**src/tmcs_pkg.sv**
```systemverilog
// Shared types, constants and the format decode for the texture mip chain size unit.
// Used by the channel interfaces, the level cell and the top level.
package tmcs_pkg;

  localparam int DIM_BITS   = 16;
  localparam int MAX_LEVELS = 32;

  localparam int FMT_W     = 4;
  localparam int CNT_W     = 5;
  localparam int TOTAL_W   = 35;
  localparam int BLK_LOG_W = 2;
  localparam int BYTE_LOG_W = 3;
  localparam int MASK_W    = 3;

  // Block counts need one bit beyond the dimension for the round-up carry.
  localparam int BLK_W = DIM_BITS + 1;
  localparam int MUL_W = 2 * BLK_W;
  localparam int PW    = (MUL_W + 4 > TOTAL_W) ? MUL_W + 4 : TOTAL_W;

  localparam logic [FMT_W-1:0] FMT_R8      = 4'd0;
  localparam logic [FMT_W-1:0] FMT_RG8     = 4'd1;
  localparam logic [FMT_W-1:0] FMT_R16SINT = 4'd2;
  localparam logic [FMT_W-1:0] FMT_RGBA8   = 4'd3;
  localparam logic [FMT_W-1:0] FMT_BGRA8   = 4'd4;
  localparam logic [FMT_W-1:0] FMT_R32F    = 4'd5;
  localparam logic [FMT_W-1:0] FMT_BC1     = 4'd6;
  localparam logic [FMT_W-1:0] FMT_BC3     = 4'd7;
  localparam logic [FMT_W-1:0] FMT_BC5     = 4'd8;
  localparam logic [FMT_W-1:0] FMT_BC7     = 4'd9;
  localparam logic [FMT_W-1:0] FMT_ASTC4   = 4'd10;
  localparam logic [FMT_W-1:0] FMT_ASTC8   = 4'd11;

  typedef struct packed {
    logic [BLK_LOG_W-1:0]  bw_log2;
    logic [BLK_LOG_W-1:0]  bh_log2;
    logic [BYTE_LOG_W-1:0] bytes_log2;
    logic                  compressed;
    logic                  bad;
  } fmt_t;

  // One item in flight along the chain of level cells.
  typedef struct packed {
    logic                  valid;
    logic [DIM_BITS-1:0]   w;
    logic [DIM_BITS-1:0]   h;
    logic [CNT_W-1:0]      rem;
    logic [BLK_LOG_W-1:0]  bw_log2;
    logic [BLK_LOG_W-1:0]  bh_log2;
    logic [BYTE_LOG_W-1:0] bytes_log2;
    logic [TOTAL_W-1:0]    prod;
    logic [TOTAL_W-1:0]    total;
    logic                  aligned;
    logic                  bad;
  } beat_t;

  function automatic fmt_t fmt_lookup(input logic [FMT_W-1:0] code);
    fmt_t f;
    f = '0;
    unique case (code) inside
      FMT_R8: begin
        f.bytes_log2 = 3'd0;
      end
      FMT_RG8, FMT_R16SINT: begin
        f.bytes_log2 = 3'd1;
      end
      FMT_RGBA8, FMT_BGRA8, FMT_R32F: begin
        f.bytes_log2 = 3'd2;
      end
      FMT_BC1: begin
        f.bw_log2    = 2'd2;
        f.bh_log2    = 2'd2;
        f.bytes_log2 = 3'd3;
        f.compressed = 1'b1;
      end
      FMT_BC3, FMT_BC5, FMT_BC7, FMT_ASTC4: begin
        f.bw_log2    = 2'd2;
        f.bh_log2    = 2'd2;
        f.bytes_log2 = 3'd4;
        f.compressed = 1'b1;
      end
      FMT_ASTC8: begin
        f.bw_log2    = 2'd3;
        f.bh_log2    = 2'd3;
        f.bytes_log2 = 3'd4;
        f.compressed = 1'b1;
      end
      default: begin
        f.bad = 1'b1;
      end
    endcase
    return f;
  endfunction

  function automatic logic [MASK_W-1:0] blk_mask(input logic [BLK_LOG_W-1:0] lg);
    return MASK_W'((4'd1 << lg) - 4'd1);
  endfunction

endpackage

```
**src/tmcs_cell.sv**
```systemverilog
// One mip level cell: sizes its level, adds the previous level's bytes, halves the dims.
// Depends on tmcs_pkg.
module tmcs_cell (
  input  logic            clk_i,
  input  logic            rst_ni,
  input  logic            advance_i,
  input  tmcs_pkg::beat_t beat_i,
  output tmcs_pkg::beat_t beat_o
);
  import tmcs_pkg::*;

  logic [DIM_BITS-1:0] dim_w;
  logic [DIM_BITS-1:0] dim_h;
  logic [BLK_W-1:0]    blk_w;
  logic [BLK_W-1:0]    blk_h;
  logic [MUL_W-1:0]    mul;
  logic [PW-1:0]       scaled;
  logic                lvl_en;
  logic                valid_q;
  beat_t               beat_d;
  beat_t               beat_q;

  always_comb begin
    // Clamp each level dimension to at least one texel.
    dim_w  = (beat_i.w == '0) ? DIM_BITS'(1) : beat_i.w;
    dim_h  = (beat_i.h == '0) ? DIM_BITS'(1) : beat_i.h;
    blk_w  = (BLK_W'(dim_w) + BLK_W'(blk_mask(beat_i.bw_log2))) >> beat_i.bw_log2;
    blk_h  = (BLK_W'(dim_h) + BLK_W'(blk_mask(beat_i.bh_log2))) >> beat_i.bh_log2;
    mul    = blk_w * blk_h;
    scaled = PW'(mul) << beat_i.bytes_log2;
    lvl_en = (beat_i.rem != '0) && !beat_i.bad;

    beat_d         = beat_i;
    beat_d.w       = beat_i.w >> 1;
    beat_d.h       = beat_i.h >> 1;
    beat_d.rem     = beat_i.rem - CNT_W'(beat_i.rem != '0);
    beat_d.prod    = lvl_en ? scaled[TOTAL_W-1:0] : '0;
    beat_d.total   = beat_i.total + beat_i.prod;
  end

  always_ff @(posedge clk_i or negedge rst_ni) begin
    if (!rst_ni) begin
      valid_q <= 1'b0;
    end else if (advance_i) begin
      valid_q <= beat_d.valid;
    end
  end

  always_ff @(posedge clk_i) begin
    if (advance_i) begin
      beat_q <= beat_d;
    end
  end

  always_comb begin
    beat_o       = beat_q;
    beat_o.valid = valid_q;
  end

endmodule

```
**config.mk**
```make
export PLATFORM = sky130hd
export DESIGN_NAME = tmcs_cell
export DESIGN_NICKNAME = d
export VERILOG_FILES = /design/src/tmcs_pkg.sv /design/src/tmcs_cell.sv
export SDC_FILE = /design/constraint.sdc
export NUM_CORES = 1
export LEC_CHECK = 0
export ABC_AREA = 1
export ABC_CLOCK_PERIOD_IN_PS = 1060
export BUFFER_PORTS_ARGS = -buffer_cell sky130_fd_sc_hd__buf_2
export CAP_MARGIN = 20
export CELL_PAD_IN_SITES_DETAIL_PLACEMENT = 1
export CELL_PAD_IN_SITES_GLOBAL_PLACEMENT = 2
export CORE_MARGIN = 10
export CORE_UTILIZATION = 35
export CTS_CLUSTER_DIAMETER = 30
export DETAILED_ROUTE_END_ITERATION = 7
export PLACE_DENSITY_LB_ADDON = 0.1
export SLEW_MARGIN = 20
export SYNTH_ARGS = -nofsm -noshare
export SYNTH_HDL_FRONTEND = slang
export SYNTH_SLANG_ARGS = --single-unit
```
**constraint.sdc**
```tcl
create_clock -name clk_i -period 1.06 [get_ports clk_i]
set_clock_uncertainty 0.15 [all_clocks]
set_input_delay 0.053 -clock clk_i [delete_from_list [all_inputs] [get_ports clk_i]]
set_output_delay 0.053 -clock clk_i [all_outputs]
set_load 0.01 [all_outputs]
```
; Yosys cells after proc, flatten, opt, wreduce, memory -nomap -nowiden
; Index checks and enable logic that the tools add are counted.
[word_totals]
ff_bits = 115
in_bits = 120
elab_cells = 30
output_inout_bits = 117
[op_classes]
n_shift = 5
add_sub_neg = 6
n_mux = 2
n_mul = 1
reduce_logical = 5
[op_table]
columns = op, n
row1 = 35-bit adder, 1
row2 = 34-bit by 3-bit left shift with 35-bit output, 1
row3 = 16-bit by 3-bit adder with 17-bit output, 2
row4 = 17-bit by 17-bit multiplier with 34-bit output, 1
row5 = 17-bit by 2-bit >> shifter with 17-bit output, 2
row6 = 16-bit zero test, 2
row7 = 16-bit two-way mux, 2
row8 = 1-bit by 2-bit left shift with 3-bit output (first input constant), 2
row9 = 3-bit by 1-bit subtractor with 3-bit output (second input constant), 2
row10 = 5-bit nonzero test, 1
row11 = 5-bit by 1-bit subtractor with 5-bit output, 1
row12 = 1-bit logical AND, 1
row13 = 1-bit zero test, 1

; Longest topological paths before layout
[depth]
word_depth = 6
mapped_depth = 46
mapped_depth_nobuf = 43

; Worst setup path after synthesis
; Ideal clock, no wire load.
[synth_path]
kind = in2reg
startpoint = input beat_i[75] (netlist bit)
endpoint = register beat_q (netlist bit beat_o[68]), data pin
cell_stages = 38
t_arrival_ps = 6926
slack_ps = -6270
t_required_ps = 656
cell_sequence = buf_2 clkinv_1 nand2_1 ha_1 inv_1 fa_1 o21ai_2 nand3_2 nor3_4 xor2_1 nand2_1 nand2_1 nand2_1 nand2_2 buf_4 nand2_1 fa_1 inv_1 (+2 left out) fa_1 fa_1 inv_1 fa_1 inv_1 ha_1 nand2_1 inv_1 a21oi_1 nand2_1 a21oi_1 nand2_1 nand2_1 nand3_1 nand2_1 nand2_1 nand3_1 nand2_1
[synth_between]
elab_chain_len = 6
[synth_rtl]
columns = item, line_no
row1 = from (decl), tmcs_cell.sv:7  ; input tmcs_pkg::beat_t beat_i,
row2 = 1-bit by 2-bit left shift with 3-bit output, tmcs_pkg.sv:95  ; return MASK_W'((4'd1 << lg) - 4'd1);
row3 = 3-bit by 1-bit subtractor with 3-bit output, tmcs_pkg.sv:95
row4 = 16-bit by 3-bit adder with 17-bit output, tmcs_cell.sv:28  ; blk_h = (BLK_W'(dim_h) + BLK_W'(blk_mask(beat_i.bh_log2))) >> beat_i.bh_log2;
row5 = 17-bit by 2-bit >> shifter with 17-bit output (*), tmcs_cell.sv:28
row6 = 17-bit by 17-bit multiplier with 34-bit output (*), tmcs_cell.sv:29  ; mul = blk_w * blk_h;
row7 = 34-bit by 3-bit left shift with 35-bit output (*), tmcs_cell.sv:30  ; scaled = PW'(mul) << beat_i.bytes_log2;
row8 = to (signal assigned), tmcs_cell.sv:51  ; beat_q <= beat_d;
row9 = to (decl), tmcs_cell.sv:21  ; beat_t beat_q;
; Mark *: on every way between the ends. The rest lies on a longest branch, timed or not.
; A chain may end at the register's enable or synchronous reset.

; Worst setup path after layout
[layout_path]
startpoint = input beat_i[93] (netlist bit)
endpoint = register beat_q (netlist bit beat_o[65]), data pin
[layout_between]
elab_chain_len = 6
[layout_rtl]
columns = item, line_no
row1 = 16-bit zero test, tmcs_cell.sv:26  ; dim_h = (beat_i.h == '0) ? DIM_BITS'(1) : beat_i.h;
row2 = 16-bit two-way mux (*), tmcs_cell.sv:26
row3 = 16-bit by 3-bit adder with 17-bit output (*), tmcs_cell.sv:28
row4 = 17-bit by 2-bit >> shifter with 17-bit output (*), tmcs_cell.sv:28
row5 = 17-bit by 17-bit multiplier with 34-bit output (*), tmcs_cell.sv:29
row6 = 34-bit by 3-bit left shift with 35-bit output (*), tmcs_cell.sv:30
; Marked as above.

==> results.yml <==
status:
  status: "finished with violations"
  violations: "negative hold slack, negative setup slack"
setup_path:
  r2r_end: "valid_q$_DFFE_PN0P_"
  crit_fanout: 8
  crit_required_ns: 1.13
  cp-end-kind: "register"
  cp.arrival_ns: 7.51
  r2r_slack_ns: -0.10
  path_class: "in -> reg"
  critPathSlowestCell: "fa_1"
  worstSetupStartpoint: "beat_i[93]"
  max_stage_delay_ns: 0.53
  endpoint: "beat_o[65]$_SDFFCE_PN0P_"
  critPathLaunchType: "input pin"
  reg2reg_from: "valid_q$_DFFE_PN0P_"
  reg2reg_depth: 3
floorplanning:
  start_util_pct: 35.45
  die_w_um: 251.2
  die_area_um2: 63090
  die_h_um: 251.2
  io_pins: 237
  coreArea_um2: 52760
  row_count: 84
synthesis:
  synth_simple_gate_area_share_pct: 27.05
  ys_seq_elements: 115
  synth_seq_area_share_pct: 18.44
  synthAdderAreaFrac_pct: 34.33
  synth_mux_area_share_pct: 0.2743
  synth_cells: 2491
  synth-xor-area-share_pct: 2.810
  netlist_area_um2: 18700
  synth_area_per_cell_um2: 7.509
  dominantRegCellSynth: "edfxtp_1"
  async_reset_ff_share_pct: 0.8696
  synth_top_family_by_area: "adder cells"
  synth_compound_area_share_pct: 4.863
  yosysUniqueCellTypes: 49
  synth-edff-count: 114
  yosys_warnings: 0
timing:
  max_freq_mhz: 134.4
  period_minus_slack_ns: 7.441
  finalSetupViolCount: 217
  rsz0062_at_grt: "true"
  layout_setup_ws_ns: -6.381
  maxSlewViolCount: 0
  setup-tns-final_ns: -236.35
  finalCritPeriodShare_pct: 701.9
  hold_slack_ns: -0.06249
  hold_viol: 5
detailed_routing:
  viasPerCell: 4.954
  route.detailed.wl_per_inst_um: 20.35
  firstDrtPassIters: 5
  route.vias.total: 19630
  wl_mm: 80.63
  drt_iter0_markers: 817
  drc: 0
  ant_nets: 0
global_route:
  top_usage_layer: "met2"
  gr-total-overflow: 0
  grt_pass1_vias: 22470
  grt.total_usage_pct: 24.48
  grt_util_met3_pct: 4.416
  grt.met2_usage_pct: 44.40
  grt_use_met1_pct: 28.07
  grt_first_pass_wirelength_mm: 122.2
  grt_max_degree: 25
  antenna_found_initial: 1
place:
  numPortBuffers: 234
  gp_congestion: 0.9055
  dp_hpwl_mm: 62.03
  dpl.cell_count: 3777
clock_tree:
  cts_inserted_buffers: 17
  root_buffer: "clkbuf_16"
  clk_latency_ns: 0.47
  clkTransAtPathRegs_ns: 0.06
  cts_max_path_buffers: 2
  cts_tree: "yes"
  htree_levels: 4
  cts_num_sinks: 115
job:
  maxCapViolCount: 0
final_layout:
  fin_cells: 3962
  fin_util_pct: 57.02
  syn2layout_area_growth_pct: 60.83
  drive_gt1_share_pct: 47.85
  nets: 3757
hold_path:
  whs_path_depth: 5
  hold_class: "in -> reg"
[placed cells by master (no fill, tap or decap), types with 11 or more instances in the layout]
cell           netlist  routed
nand2_2             10     141
ha_4                 0      62
xor2_1              39      24
nand2_4              0      55
buf_12               0      16
nor2_1             224     149
a21oi_2              0      23
a21oi_4              0      19
edfxtp_1           114     114
ha_2                 0      11
o21ai_1              7      16
nand3_1            227     104
xor2_2               0      11
inv_4                0      13
inv_2               14      82
dlygate4sd3_1        0      53
nand3_4              0      19
o21ai_2              3      27
nand2_1            662     470
ha_1               150      77
nand4_1             13      13
fa_2                 0      29
buf_4                9     454
buf_6                7      93
xnor2_1             21      11
nor2_2               4      36
a21oi_1             59      17
nand3_2              3     107
clkbuf_16            0      17
buf_2               23     202
o21ai_4              2      11
nor2_4               1      44
inv_1              491     406
fa_1               227     198
[routing by layer]
layer,vias to the layer above,wire length (um)
met4,2,3258
met5,-,11
met1,9847,32080
li1,9231,-
met3,164,2996
met2,382,42290
[what timing repair did]
action,4_1_cts,5_1_grt
pin swaps,174,218
hold buffers,53,5
endpoints found under the hold margin,112,53
buffers inserted,53,68
setup endpoints to repair,179,298
resized for setup,393,340
[cell type report]
cell class,count,area [um^2]
antenna,1,2.502
clock buffer,17,425.4
clock inverter,15,155.1
fill,6253,22680
inverter,507,1954
multi-input combinational,1799,16890
sequential,115,3448
tap,688,860.8
timing repair buffer,820,6347
[synthesized netlist by cell type, types with 6 or more instances]
library cell  number  share of area, %
nor2_1           224               4.5
buf_6              7              0.42
buf_1              9              0.18
o21ai_1            7              0.19
nand3b_1           6              0.24
xor2_1            39               1.8
nand3_1          227               6.1
inv_2             14              0.28
or2_2             11              0.37
o21ai_0           47               1.3
nor3_1            15              0.40
inv_1            491               9.9
a21oi_1           59               1.6
nand2_2           10              0.33
a21o_1             7              0.28
ha_1             150                10
buf_4              9              0.36
clkbuf_1          23              0.46
edfxtp_1         114                18
fa_1             227                24
nand2_1          662                13
xnor2_1           21              0.98
buf_2             23              0.62
nand4_1           13              0.43
nor4_1            10              0.33
o21bai_1           7              0.28
[cells by family after synthesis]
logic type	count (synthesis)
buffers and inverters	578
adders and majority gates	377
AOI/OAI and AO/OA	155
DFF	115
other	1
and+or+nand+nor	1200
xor gates and xnor gates	60
muxes	5
[critical path: cells and delay by family]
kind                     cells  cell delay, ns
adder cells (fa/ha/maj)      9            3.78
XOR/XNOR                     1            0.16
AO/OA/AOI/OAI                4            0.72
AND/OR/NAND/NOR             14            1.80
buffers and inverters       11            0.99
[state kept, by name, summed over array words and instances (netlist names)]
register,cells
beat_o,114
valid_q,1
[stage by stage]
stage,instance area (um^2),worst slack (ns),hold WS (ns)
CTS,28320,-6.279,-0.09362
finish,30080,-6.381,-0.06249
floorplan,20210,-5.918,-0.3926
global route,30080,-6.683,-0.06365
global placement,25230,-7.036,-0.3220
detailed placement,25230,-7.163,-0.3207
[how the worst min path moves through the flow]
| stage | start | to | slack, ns |
|---|---|---|---|
| finish | beat_i[80] | beat_o[82]$_DFFE_PP_ | -0.06 |
| global route | beat_i[57] | beat_o[22]$_DFFE_PP_ | -0.06 |
| CTS | beat_i[60] | beat_o[25]$_DFFE_PP_ | -0.09 |
| detailed placement | rst_ni | valid_q$_DFFE_PN0P_ | -0.32 |
| global placement | rst_ni | valid_q$_DFFE_PN0P_ | -0.32 |
| floorplan | rst_ni | valid_q$_DFFE_PN0P_ | -0.39 |
Power is left out: the tool's default activity adds up to more than one toggle a clock period on the data nets, which glitch-free logic cannot reach.
